File: config.mk
export PLATFORM = sky130hd
export DESIGN_NAME = line_raster_to_zigzag_grid
export DESIGN_NICKNAME = d
export VERILOG_FILES = /design/src/rtl/core/lrz_pkg.sv /design/src/rtl/core/lrz_ctrl.sv /design/src/rtl/core/lrz_dp.sv /design/src/rtl/core/line_raster_to_zigzag_grid.sv
export SDC_FILE = /design/constraint.sdc
export NUM_CORES = 1
export LEC_CHECK = 0
export BUFFER_PORTS_ARGS = -buffer_cell sky130_fd_sc_hd__buf_2
export CORE_MARGIN = 4
export CORE_UTILIZATION = 40
export DETAILED_ROUTE_END_ITERATION = 8
export SLEW_MARGIN = 20
export SYNTH_ARGS = -nofsm -noshare
export SYNTH_HDL_FRONTEND = slang
export SYNTH_HIERARCHICAL = 1
export SYNTH_SLANG_ARGS = --single-unit
File: constraint.sdc
create_clock -name clk -period 16.6 [get_ports clk]
set_input_delay 2.49 -clock clk [delete_from_list [all_inputs] [get_ports clk]]
set_output_delay 2.49 -clock clk [all_outputs]
set_load 0.01 [all_outputs]
File: src/rtl/core/lrz_pkg.sv
// Shared types and constants for the line rasterizer with zig-zag LED mapping.
// No dependencies; every other file of the block imports this package.
`timescale 1ns / 1ps
`default_nettype none

package lrz_pkg;

    localparam int MAX_GRID_SIDE_DEF = 64;

    localparam int COORD_W = 6;
    localparam int SIDE_W  = 7;
    localparam int INDEX_W = 12;
    localparam int COLOR_W = 24;
    localparam int APB_AW  = 3;
    localparam int APB_DW  = 32;

    // Register map, by place in the list (byte address is 4 * place)
    localparam logic REG_GRID_WIDTH  = 1'b0;
    localparam logic REG_GRID_HEIGHT = 1'b1;

    localparam logic [SIDE_W-1:0] GRID_WIDTH_RST  = 7'd16;
    localparam logic [SIDE_W-1:0] GRID_HEIGHT_RST = 7'd16;

    typedef logic [COORD_W-1:0] coord_t;
    typedef logic [SIDE_W-1:0]  side_t;
    typedef logic [INDEX_W-1:0] index_t;
    typedef logic [COLOR_W-1:0] color_t;

    // Controller to datapath
    typedef struct packed {
        logic load;   // capture a new line on the accepting edge
        logic step;   // emit the current point and advance
    } lrz_cmd_t;

    // Datapath to controller
    typedef struct packed {
        logic at_end; // current point is the final one of the line
    } lrz_stat_t;

endpackage

`default_nettype wire

File: src/rtl/core/lrz_ctrl.sv
// Controller for the line rasterizer: idle/run sequencing and output beat valid.
// Depends on lrz_pkg for the command and status structs.
`timescale 1ns / 1ps
`default_nettype none

module lrz_ctrl (
    input  wire                 clk,
    input  wire                 rst_n,
    input  wire                 line_valid,
    output logic                line_stall,
    output logic                point_valid,
    input  wire                 point_stall,
    output lrz_pkg::lrz_cmd_t   cmd,
    input  wire lrz_pkg::lrz_stat_t stat
);
    import lrz_pkg::*;

    localparam logic [0:0] ST_IDLE = 1'b0;
    localparam logic [0:0] ST_RUN  = 1'b1;

    logic [0:0] state_reg;
    logic [0:0] state_next;
    logic       out_valid_reg;
    logic       out_valid_next;
    logic       slot_free;

    // The output register can take a point when empty or being drained
    assign slot_free   = !out_valid_reg || !point_stall;
    assign line_stall  = (state_reg != ST_IDLE);
    assign point_valid = out_valid_reg;

    always_comb
    begin
        cmd.load       = 1'b0;
        cmd.step       = 1'b0;
        state_next     = state_reg;
        out_valid_next = out_valid_reg && point_stall;
        case (state_reg)
            ST_IDLE:
            begin
                if (line_valid)
                begin
                    cmd.load   = 1'b1;
                    state_next = ST_RUN;
                end
            end
            ST_RUN:
            begin
                if (slot_free)
                begin
                    cmd.step       = 1'b1;
                    out_valid_next = 1'b1;
                    if (stat.at_end)
                    begin
                        state_next = ST_IDLE;
                    end
                end
            end
            default:
            begin
                state_next = ST_IDLE;
            end
        endcase
    end

    always_ff @(posedge clk or negedge rst_n)
    begin
        if (!rst_n)
        begin
            state_reg     <= ST_IDLE;
            out_valid_reg <= 1'b0;
        end
        else
        begin
            state_reg     <= state_next;
            out_valid_reg <= out_valid_next;
        end
    end

endmodule

`default_nettype wire

File: src/rtl/core/lrz_dp.sv
// Datapath for the line rasterizer: setup, error stepping and zig-zag index.
// Depends on lrz_pkg; driven by lrz_ctrl through the command struct.
`timescale 1ns / 1ps
`default_nettype none

module lrz_dp #(
    parameter int MAX_GRID_SIDE = lrz_pkg::MAX_GRID_SIDE_DEF
) (
    input  wire                       clk,
    input  wire lrz_pkg::lrz_cmd_t    cmd,
    output lrz_pkg::lrz_stat_t        stat,
    input  wire lrz_pkg::coord_t      start_x,
    input  wire lrz_pkg::coord_t      start_y,
    input  wire lrz_pkg::coord_t      end_x,
    input  wire lrz_pkg::coord_t      end_y,
    input  wire lrz_pkg::color_t      line_color,
    input  wire lrz_pkg::side_t       grid_width,
    input  wire lrz_pkg::side_t       grid_height,
    output lrz_pkg::index_t           led_index,
    output lrz_pkg::color_t           pixel_color,
    output logic                      last_point
);
    import lrz_pkg::*;

    localparam int    ERR_W    = COORD_W + 3;
    localparam int    PROD_W   = 2 * SIDE_W;
    localparam side_t SIDE_MAX = SIDE_W'(MAX_GRID_SIDE);

    // Line state
    coord_t                   maj_reg;
    coord_t                   min_reg;
    coord_t                   maj_end_reg;
    coord_t                   dmaj_reg;
    coord_t                   dmin_reg;
    logic                     dec_reg;
    logic                     steep_reg;
    logic signed [ERR_W-1:0]  err_reg;
    color_t                   color_reg;

    // Output beat
    index_t                   index_reg;
    color_t                   pcolor_reg;
    logic                     last_reg;

    // Setup logic
    coord_t adx;
    coord_t ady;
    logic   steep;
    coord_t a0;
    coord_t b0;
    coord_t a1;
    coord_t b1;
    logic   flip;
    coord_t s_maj0;
    coord_t s_min0;
    coord_t s_maj1;
    coord_t s_min1;

    // Stepping logic
    logic signed [ERR_W-1:0] err_sum;
    logic signed [ERR_W:0]   err_dbl;
    logic                    min_adv;
    logic signed [ERR_W-1:0] err_next;
    coord_t                  min_next;

    // Index logic
    side_t             w_eff;
    side_t             h_eff;
    coord_t            px;
    coord_t            py;
    coord_t            ux;
    coord_t            uy;
    side_t             col_mul;
    logic [PROD_W-1:0] prod;
    logic [PROD_W-1:0] idx_full;

    always_comb
    begin
        adx    = (end_x > start_x) ? end_x - start_x : start_x - end_x;
        ady    = (end_y > start_y) ? end_y - start_y : start_y - end_y;
        steep  = ady > adx;
        a0     = steep ? start_y : start_x;
        b0     = steep ? start_x : start_y;
        a1     = steep ? end_y   : end_x;
        b1     = steep ? end_x   : end_y;
        flip   = a0 > a1;
        s_maj0 = flip ? a1 : a0;
        s_min0 = flip ? b1 : b0;
        s_maj1 = flip ? a0 : a1;
        s_min1 = flip ? b0 : b1;
    end

    always_comb
    begin
        err_sum  = err_reg + $signed({3'b000, dmin_reg});
        err_dbl  = {err_sum, 1'b0};
        min_adv  = err_dbl >= $signed({4'b0000, dmaj_reg});
        err_next = min_adv ? err_sum - $signed({3'b000, dmaj_reg}) : err_sum;
        min_next = min_adv ? (dec_reg ? min_reg - 1'b1 : min_reg + 1'b1) : min_reg;
    end

    // Zig-zag index of the current point; out-of-grid coordinates fold to 0
    always_comb
    begin
        w_eff = (grid_width == '0) ? side_t'(1) :
                (grid_width > SIDE_MAX) ? SIDE_MAX : grid_width;
        h_eff = (grid_height == '0) ? side_t'(1) :
                (grid_height > SIDE_MAX) ? SIDE_MAX : grid_height;
        px    = steep_reg ? min_reg : maj_reg;
        py    = steep_reg ? maj_reg : min_reg;
        ux    = ({1'b0, px} >= w_eff) ? '0 : px;
        uy    = ({1'b0, py} >= h_eff) ? '0 : py;
        col_mul  = {1'b0, ux} + {{(SIDE_W-1){1'b0}}, ux[0]};
        prod     = col_mul * h_eff;
        if (ux[0])
        begin
            idx_full = prod - PROD_W'(1) - {{(PROD_W-COORD_W){1'b0}}, uy};
        end
        else
        begin
            idx_full = prod + {{(PROD_W-COORD_W){1'b0}}, uy};
        end
    end

    assign stat.at_end = (maj_reg == maj_end_reg);

    always_ff @(posedge clk)
    begin
        if (cmd.load)
        begin
            maj_reg     <= s_maj0;
            min_reg     <= s_min0;
            maj_end_reg <= s_maj1;
            dmaj_reg    <= s_maj1 - s_maj0;
            dmin_reg    <= (s_min1 > s_min0) ? s_min1 - s_min0 : s_min0 - s_min1;
            dec_reg     <= !(s_min0 < s_min1);
            steep_reg   <= steep;
            err_reg     <= '0;
            color_reg   <= line_color;
        end
        else if (cmd.step)
        begin
            maj_reg <= maj_reg + 1'b1;
            min_reg <= min_next;
            err_reg <= err_next;
        end

        if (cmd.step)
        begin
            index_reg  <= idx_full[INDEX_W-1:0];
            pcolor_reg <= color_reg;
            last_reg   <= stat.at_end;
        end
    end

    assign led_index   = index_reg;
    assign pixel_color = pcolor_reg;
    assign last_point  = last_reg;

endmodule

`default_nettype wire

File: src/rtl/core/line_raster_to_zigzag_grid.sv
// Top level of the Bresenham line rasterizer with column zig-zag LED mapping.
// Depends on lrz_pkg, lrz_ctrl and lrz_dp; holds the APB register file.
//
//   channel | handshake               | payload
//   --------+-------------------------+-----------------------------------------
//   line    | line_valid / line_stall | start_x start_y end_x end_y line_color
//   point   | point_valid/point_stall | led_index pixel_color last_point
//   apb     | psel penable pready     | pwrite paddr pwdata prdata
//
// A line is accepted once and then yields N points (N = 1..64) in turn, as long as
// the point side does not stall. The error stepper in the datapath sets the pace,
// producing one point per cycle whenever the point side does not stall.
// line_stall is high from the accepting edge until the final point has entered
// the output register; a point waiting there does not hold back the next line.
// A stall on the point side freezes the stepper and holds the output beat.
// Reset (rst_n low, asynchronous) idles the controller, empties the output and
// loads both grid sides with 16.
`timescale 1ns / 1ps
`default_nettype none

module line_raster_to_zigzag_grid #(
    parameter int MAX_GRID_SIDE = lrz_pkg::MAX_GRID_SIDE_DEF
) (
    input  wire                          clk,
    input  wire                          rst_n,
    // line channel
    input  wire                          line_valid,
    output logic                         line_stall,
    input  wire lrz_pkg::coord_t         start_x,
    input  wire lrz_pkg::coord_t         start_y,
    input  wire lrz_pkg::coord_t         end_x,
    input  wire lrz_pkg::coord_t         end_y,
    input  wire lrz_pkg::color_t         line_color,
    // point channel
    output logic                         point_valid,
    input  wire                          point_stall,
    output lrz_pkg::index_t              led_index,
    output lrz_pkg::color_t              pixel_color,
    output logic                         last_point,
    // register port
    input  wire                          psel,
    input  wire                          penable,
    input  wire                          pwrite,
    input  wire [lrz_pkg::APB_AW-1:0]    paddr,
    input  wire [lrz_pkg::APB_DW-1:0]    pwdata,
    output logic [lrz_pkg::APB_DW-1:0]   prdata,
    output logic                         pready
);
    import lrz_pkg::*;

    side_t     grid_width_reg;
    side_t     grid_height_reg;
    logic      reg_wr;
    logic      reg_sel;
    lrz_cmd_t  cmd;
    lrz_stat_t stat;

    // Registers sit at byte 0 (width) and byte 4 (height); decode on bit 2
    assign pready  = 1'b1;
    assign reg_wr  = psel && penable && pwrite && pready;
    assign reg_sel = paddr[2];

    always_ff @(posedge clk or negedge rst_n)
    begin
        if (!rst_n)
        begin
            grid_width_reg  <= GRID_WIDTH_RST;
            grid_height_reg <= GRID_HEIGHT_RST;
        end
        else if (reg_wr)
        begin
            if (reg_sel == REG_GRID_WIDTH)
            begin
                grid_width_reg <= pwdata[SIDE_W-1:0];
            end
            else
            begin
                grid_height_reg <= pwdata[SIDE_W-1:0];
            end
        end
    end

    // Readback of the raw register contents
    always_comb
    begin
        case (reg_sel)
            REG_GRID_WIDTH:  prdata = {{(APB_DW-SIDE_W){1'b0}}, grid_width_reg};
            REG_GRID_HEIGHT: prdata = {{(APB_DW-SIDE_W){1'b0}}, grid_height_reg};
            default:         prdata = '0;
        endcase
    end

    // Sequencing: idle until a line beat arrives, then step one point per free slot
    lrz_ctrl u_ctrl (
        .clk         (clk),
        .rst_n       (rst_n),
        .line_valid  (line_valid),
        .line_stall  (line_stall),
        .point_valid (point_valid),
        .point_stall (point_stall),
        .cmd         (cmd),
        .stat        (stat)
    );

    // Setup, Bresenham error stepping and zig-zag index mapping
    lrz_dp #(
        .MAX_GRID_SIDE (MAX_GRID_SIDE)
    ) u_dp (
        .clk         (clk),
        .cmd         (cmd),
        .stat        (stat),
        .start_x     (start_x),
        .start_y     (start_y),
        .end_x       (end_x),
        .end_y       (end_y),
        .line_color  (line_color),
        .grid_width  (grid_width_reg),
        .grid_height (grid_height_reg),
        .led_index   (led_index),
        .pixel_color (pixel_color),
        .last_point  (last_point)
    );

    // A stalled point beat stays offered and holds its payload
    a_point_holds: assert property (@(posedge clk) disable iff (!rst_n)
        point_valid && point_stall |=>
            point_valid && $stable({led_index, pixel_color, last_point}))
        else $error("stalled point beat dropped or changed");

    // An accepted line beat always starts a run
    a_accept_starts_run: assert property (@(posedge clk) disable iff (!rst_n)
        line_valid && !line_stall |=> line_stall)
        else $error("line accepted but controller did not start");

    // A run only begins after a line beat was offered
    a_run_needs_line: assert property (@(posedge clk) disable iff (!rst_n)
        $rose(line_stall) |-> $past(line_valid))
        else $error("controller left idle without a line beat");

endmodule

`default_nettype wire
Word level (Yosys, flattened, before mapping)
Index checks and enable logic that the tools add are counted.
{"block": "classes", "add_sub_neg": 16, "multipliers": 1, "n_div": 0, "order_cmp": 11, "eq_ne": 1, "shifts": 0, "n_mux": 37, "bitwise": 2, "reduce_logical": 14}
{"operator": "$mux W6", "n": 21}
{"operator": "$pmux W32 S2", "n": 1}
{"operator": "$sub A6 B6 Y6", "n": 7}
{"operator": "$gt A6 B6 Y1", "n": 5}
{"operator": "$mux W7", "n": 4}
{"operator": "$ge A6 B7 Y1", "n": 2}
{"operator": "$gt A7 B7 Y1 const B", "n": 2}
{"operator": "$logic_not A7 Y1", "n": 2}
{"operator": "$add A12 B6 Y12", "n": 1}
{"operator": "$add A6 B1 Y6 const B", "n": 2}
{"operator": "$mul A7 B7 Y12", "n": 1}
{"operator": "$mux W12", "n": 1}
{"operator": "$sub A12 B1 Y12 const B", "n": 1}
{"operator": "$sub A12 B6 Y12", "n": 1}
{"operator": "$ge A10 B7 Y1", "n": 1}
{"operator": "$add A9 B7 Y9", "n": 1}
{"operator": "$mux W9", "n": 1}
{"operator": "$sub A9 B7 Y9", "n": 1}
{"operator": "$mux W1", "n": 8}
{"operator": "$add A6 B1 Y7", "n": 1}
{"operator": "$eq A6 B6 Y1", "n": 1}
{"operator": "$lt A6 B6 Y1", "n": 1}
{"operator": "$reduce_and A2 Y1", "n": 3}
{"operator": "$sub A6 B1 Y6 const B", "n": 1}
{"operator": "other kinds (6)", "n": 12}
{"block": "totals", "ff_bits": 118, "latch_bits": 0, "ramBits": 0, "rom_bits": 0, "inputBits": 90, "output_inout_bits": 72, "mem_count": 0}

Longest topological paths before layout
{"block": "depth", "ltp_word": 10, "ltp_mapped": 38}

By module
The synthesis kept the hierarchy.
{"mod": "lrz_dp", "n_inst": 1, "cells_each": 930, "area_per_inst_um2": 9163.8}
{"mod": "line_raster_to_zigzag_grid", "n_inst": 1, "cells_each": 66, "area_per_inst_um2": 839.6}
{"mod": "lrz_ctrl", "n_inst": 1, "cells_each": 8, "area_per_inst_um2": 86.3}

Worst setup path before layout
No wires, ideal clock.
{"block": "synth_timing", "kind": "input port to flip-flop", "start": "in end_y[0]", "end": "reg u_dp.dmin_reg[5] (data pin)", "setup_time_ps": 268, "arrival_ps": 9386, "required_ps": 16332, "slack_ps": 6946, "path_stages": 37, "n_path_buf": 5, "cell_sequence": "inv_1 -> ha_1 -> inv_1 -> fa_1 -> a21o_1 -> a21o_1 -> a21o_1 -> a21oi_1 -> a31oi_1 -> a211oi_1 -> a21oi_1 -> xor2_1 -> ha_1 -> nand3_1 -> a21o_1 -> a21o_1 -> clkbuf_1 -> buf_2 -> mux2i_1 -> ha_1 -> buf_2 -> a21oi_1 -> a21o_1 -> a21o_1 -> buf_2 -> buf_2 -> mux2i_1 -> inv_1 -> ha_1 -> a21o_1 -> a21o_1 -> a211o_1 -> and3_1 -> a311o_1 -> a2111oi_2 -> a211oi_1 -> xor2_1"}
{"block": "synth_via", "elab_chain_len": 8, "word_cells_on_any_way": 16, "classes_between": "add/sub (4); order compare (4); mux (8)"}
{"element": "start: declaration", "line": "line_raster_to_zigzag_grid.sv:32", "text": "input wire lrz_pkg::coord_t end_y,"}
{"element": "$sub A6 B6 Y6 or $gt A6 B6 Y1 (tied branches)", "line": "lrz_dp.sv:80", "text": "ady = (end_y > start_y) ? end_y - start_y : start_y - end_y;"}
{"element": "$mux W6", "line": "lrz_dp.sv:80"}
{"element": "$gt A6 B6 Y1", "line": "lrz_dp.sv:81", "text": "steep = ady > adx;"}
{"element": "$mux W6 (on tied branches)", "line": "lrz_dp.sv:82, lrz_dp.sv:84"}
{"element": "$gt A6 B6 Y1", "line": "lrz_dp.sv:86", "text": "flip = a0 > a1;"}
{"element": "$mux W6 (on tied branches)", "line": "lrz_dp.sv:88, lrz_dp.sv:90"}
{"element": "$sub A6 B6 Y6 or $gt A6 B6 Y1 (tied branches)", "line": "lrz_dp.sv:135", "text": "dmin_reg <= (s_min1 > s_min0) ? s_min1 - s_min0 : s_min0 - s_min1;"}
{"element": "$mux W6 (*)", "line": "lrz_dp.sv:135"}
{"element": "end signal: assignment", "line": "lrz_dp.sv:135"}
{"element": "end: declaration", "line": "lrz_dp.sv:34", "text": "coord_t dmin_reg;"}
Mark *: on every way between the ends. The rest lies on a longest branch, timed or not.
A chain may end at the register's enable or synchronous reset.

Worst setup path after layout
{"block": "layout_timing", "start": "in end_x[0]", "end": "reg u_dp.dmin_reg[5] (data pin)"}
{"block": "layout_via", "elab_chain_len": 8, "word_cells_on_any_way": 16, "classes_between": "add/sub (4); order compare (4); mux (8)"}
{"element": "start: declaration", "line": "line_raster_to_zigzag_grid.sv:31", "text": "input wire lrz_pkg::coord_t end_x,"}
{"element": "$sub A6 B6 Y6 or $gt A6 B6 Y1 (tied branches)", "line": "lrz_dp.sv:79", "text": "adx = (end_x > start_x) ? end_x - start_x : start_x - end_x;"}
{"element": "$mux W6 (*)", "line": "lrz_dp.sv:79"}
{"element": "$gt A6 B6 Y1 (*)", "line": "lrz_dp.sv:81"}
{"element": "via u_dp.steep", "line": "lrz_dp.sv:48", "text": "logic steep;"}
{"element": "$mux W6 (on tied branches)", "line": "lrz_dp.sv:82, lrz_dp.sv:84"}
{"element": "$gt A6 B6 Y1", "line": "lrz_dp.sv:86"}
{"element": "$mux W6 (on tied branches)", "line": "lrz_dp.sv:88, lrz_dp.sv:90"}
{"element": "$sub A6 B6 Y6 or $gt A6 B6 Y1 (tied branches)", "line": "lrz_dp.sv:135"}
{"element": "$mux W6 (*)", "line": "lrz_dp.sv:135"}
Mark *: on every way through the listed nets, which the timed path passes. The rest lies on a longest branch.

==> summary.txt <==
Run status = finished, final reports clean
PortBufs = 108
WHS Endpoint = u_dp/pixel_color[18]
Worst Setup End Kind = flip-flop
Clock period minus worst slack = 10.66 ns
Max stage delay on crit path = 0.59 ns
Layout cells sized above 1 = 19.3%
PostCTS Resize Cnt = 0
First-pass GRT wire length = 36200 um
DRC errors left = 0
Synth Register Bits = 118
Dpl ws = 5.52 ns
Instance count on the critical path = 36
Reg-to-reg endpoint = u_dp/led_index[11]
Setup ws final = 5.94 ns
R2R Setup Slk = 9.39 ns
Total CTS buffers = 17
# clock sinks = 118
Worst Tran Pin Value = 0.832 ns
Post-synth EDFFs = 93
FP Rows = 57
Fmax = 93.8 MHz
Most common cell on crit path = a21o_1
Clock Skew = 0.0102 ns
Mapped cell area = 0.0101 sq mm
Drt initial violations = 415
CORE AREA = 0.0245 sq mm
Post-layout nets = 1345
Ports = 162
Crit-path slowest cell = a21o_1
Worst Hold Depth = 0
WS Path Type = primary input to flip-flop
Die H = 167 um
Hold_buf cts = 0
Fin. Hold Viols = 0
Die area = 0.0278 sq mm
Clock root cell = clkbuf_16
Vias = 7320
Setup bufs post-CTS = 0
Pins over their slew limit = 0
Hpwl dp = 16700 um
Synth Instances = 1004
Pwr Density = 232 mW/mm^2
Hold Path Class = flip-flop to flip-flop
Clock Pin Slew Worst Setup and Hold Paths = 0.06 ns
YS warnings = 6
Critical R2R Launch = u_dp/steep_reg
Drt wl/cell = 14.7 um
Setup TNS = 0 ns
Filler cells = 2354
Critical Path RT = 16.75 ns
Ys async rst share = 13.6%
Arrival time worst endpoint = 10.82 ns
Max clock buf depth = 2
Tcrit/Tclk final = 64.2%
Routed Antenna Nets = 0
RSZ-0062 raised after global routing = no
Syn Area/Cell = 10.0 sq um
Commonest non-fill, non-tap cells in the layout = ha_1, buf_2, inv_1
Worst Min Path Start = u_dp/color_reg[18]
Die width = 167 um
Antenna Cells = 0
Initial antenna violation count = 0
Synth Flop Type = edfxtp_1
Final wirelength = 21300 um
Yosys cell types = 75
Nature of the critical path startpoint = primary input
CTS tree = done
Post-synthesis sequential area ratio = 33.5%
Commonest non-fill, non-tap cell in the layout = ha_1
R2R depth = 26
Slew margin rel. = 43.9%
Placer Congestion = 0.899
GRT overflow = 0
Via-to-Cell Ratio = 5.06
Synth-to-layout area growth = 13.5%
Max_cap viols = 0
Maximum VDD drop = 0.114 mV
H-tree depth = 4
Setup violations, final = 0
Crit-path max FO = 38
P_leak = 0.00533 uW
CP delay by family, top = compound AO/OA/AOI/OAI gates
Number of global-route vias before repair = 7274
Gr usage total = 15.6%
Initial Util = 41.1%
Worst path bufs/invs = 8
Worst-skew pair later-pin latency = 0.42 ns
Drt first pass iters = 4
Crit. Startpoint = end_x[0]
Largest net degree at the start of global routing = 57
-- kinds of logic after synthesis --
family / Yosys count / share of synthesized area, %
compound gates: 211 / 13.8
xor+xnor: 63 / 5.47
fa+ha+maj: 146 / 20.3
buf+inv: 151 / 6.86
flops: 118 / 33.5
mux: 83 / 8.84
other cells: 2 / 0.0744
simple gates: 230 / 11.2
-- power by group --
part / switching (uW) / total (uW) / internal (uW)
clock network: 153 / 381 / 229
registers: 41.3 / 496 / 455
logic: 1010 / 1780 / 776
total: 1200 / 2660 / 1460
-- how the worst max path moves through the flow --
stage / to / slack, ns
2_1_floorplan: u_dp/dmin_reg[5] / 6.95
3_3_place_gp: u_dp/dmin_reg[5] / 5.60
3_5_place_dp: u_dp/dmin_reg[5] / 5.52
4_1_cts: u_dp/dmin_reg[5] / 5.95
5_1_grt: u_dp/dmin_reg[5] / 5.39
6_report: u_dp/dmin_reg[5] / 5.94
-- final cells by class --
cell class              instances  area [sq um]  area share (%)
clock buffers                  17           425            3.71
clock inverters                15           184            1.61
inverters                     101           379            3.31
multi-input cells             759          6110            53.4
flip-flops and latches        118          3380            29.5
well taps                     324           405            3.54
repair buffers                112           571            4.98
-- metal layers --
metal	track usage (%)	wire, um	vias up
met5	0	0	-
met4	4.09	298	0
met3	2.73	851	24
met2	26.1	10000	160
met1	21.0	10100	3434
li1	-	-	3702
-- Yosys cell counts (all sizes together) (3+ instances only) --
| master | number | area share, % |
|---|---|---|
| ha | 117 | 15 |
| inv | 101 | 3.8 |
| nor2 | 98 | 3.7 |
| edfxtp | 93 | 28 |
| a21oi | 75 | 3.8 |
| xnor2 | 44 | 3.8 |
| mux2i | 43 | 4.3 |
| nand2 | 40 | 1.5 |
| buf | 39 | 2.7 |
| mux2 | 39 | 4.4 |
| a21o | 38 | 2.8 |
| fa | 29 | 5.8 |
| o21ai | 25 | 1.2 |
| xor2 | 19 | 1.6 |
| a211oi | 16 | 1.4 |
| dfrtp | 14 | 3.5 |
| nand3 | 14 | 0.69 |
| nor3 | 14 | 0.86 |
| nand2b | 13 | 0.81 |
| or2 | 13 | 0.81 |
| o21bai | 12 | 0.89 |
| clkbuf | 11 | 0.41 |
| o21a | 10 | 0.74 |
| dfxtp | 9 | 1.8 |
| and2 | 7 | 0.45 |
| nor2b | 5 | 0.31 |
| a2111oi | 4 | 0.41 |
| a31oi | 4 | 0.25 |
| nand3b | 4 | 0.30 |
| o22ai | 4 | 0.25 |
| a211o | 3 | 0.26 |
| a221oi | 3 | 0.26 |
| and3 | 3 | 0.19 |
| nand4 | 3 | 0.25 |
| nand4b | 3 | 0.41 |
| or3 | 3 | 0.19 |
| or3b | 3 | 0.26 |
-- through the flow --
| stage | utilization [%] | std cells | total power, uW | hold WS [ns] | area, sq um |
|---|---|---|---|---|---|
| floorplan | - | 1028 | 1930 | 0.400 | 10200 |
| finish | 46.7 | 1446 | 2660 | 0.415 | 11500 |
| detailed placement | 44.2 | 1414 | 2290 | 0.405 | 10800 |
| global placement | 44.2 | 1414 | 2260 | 0.401 | 10800 |
| global route | 46.7 | 1446 | 2940 | 0.418 | 11500 |
| CTS | 46.7 | 1446 | 2690 | 0.417 | 11500 |
No activity file was read; power rests on OpenSTA's default activity.
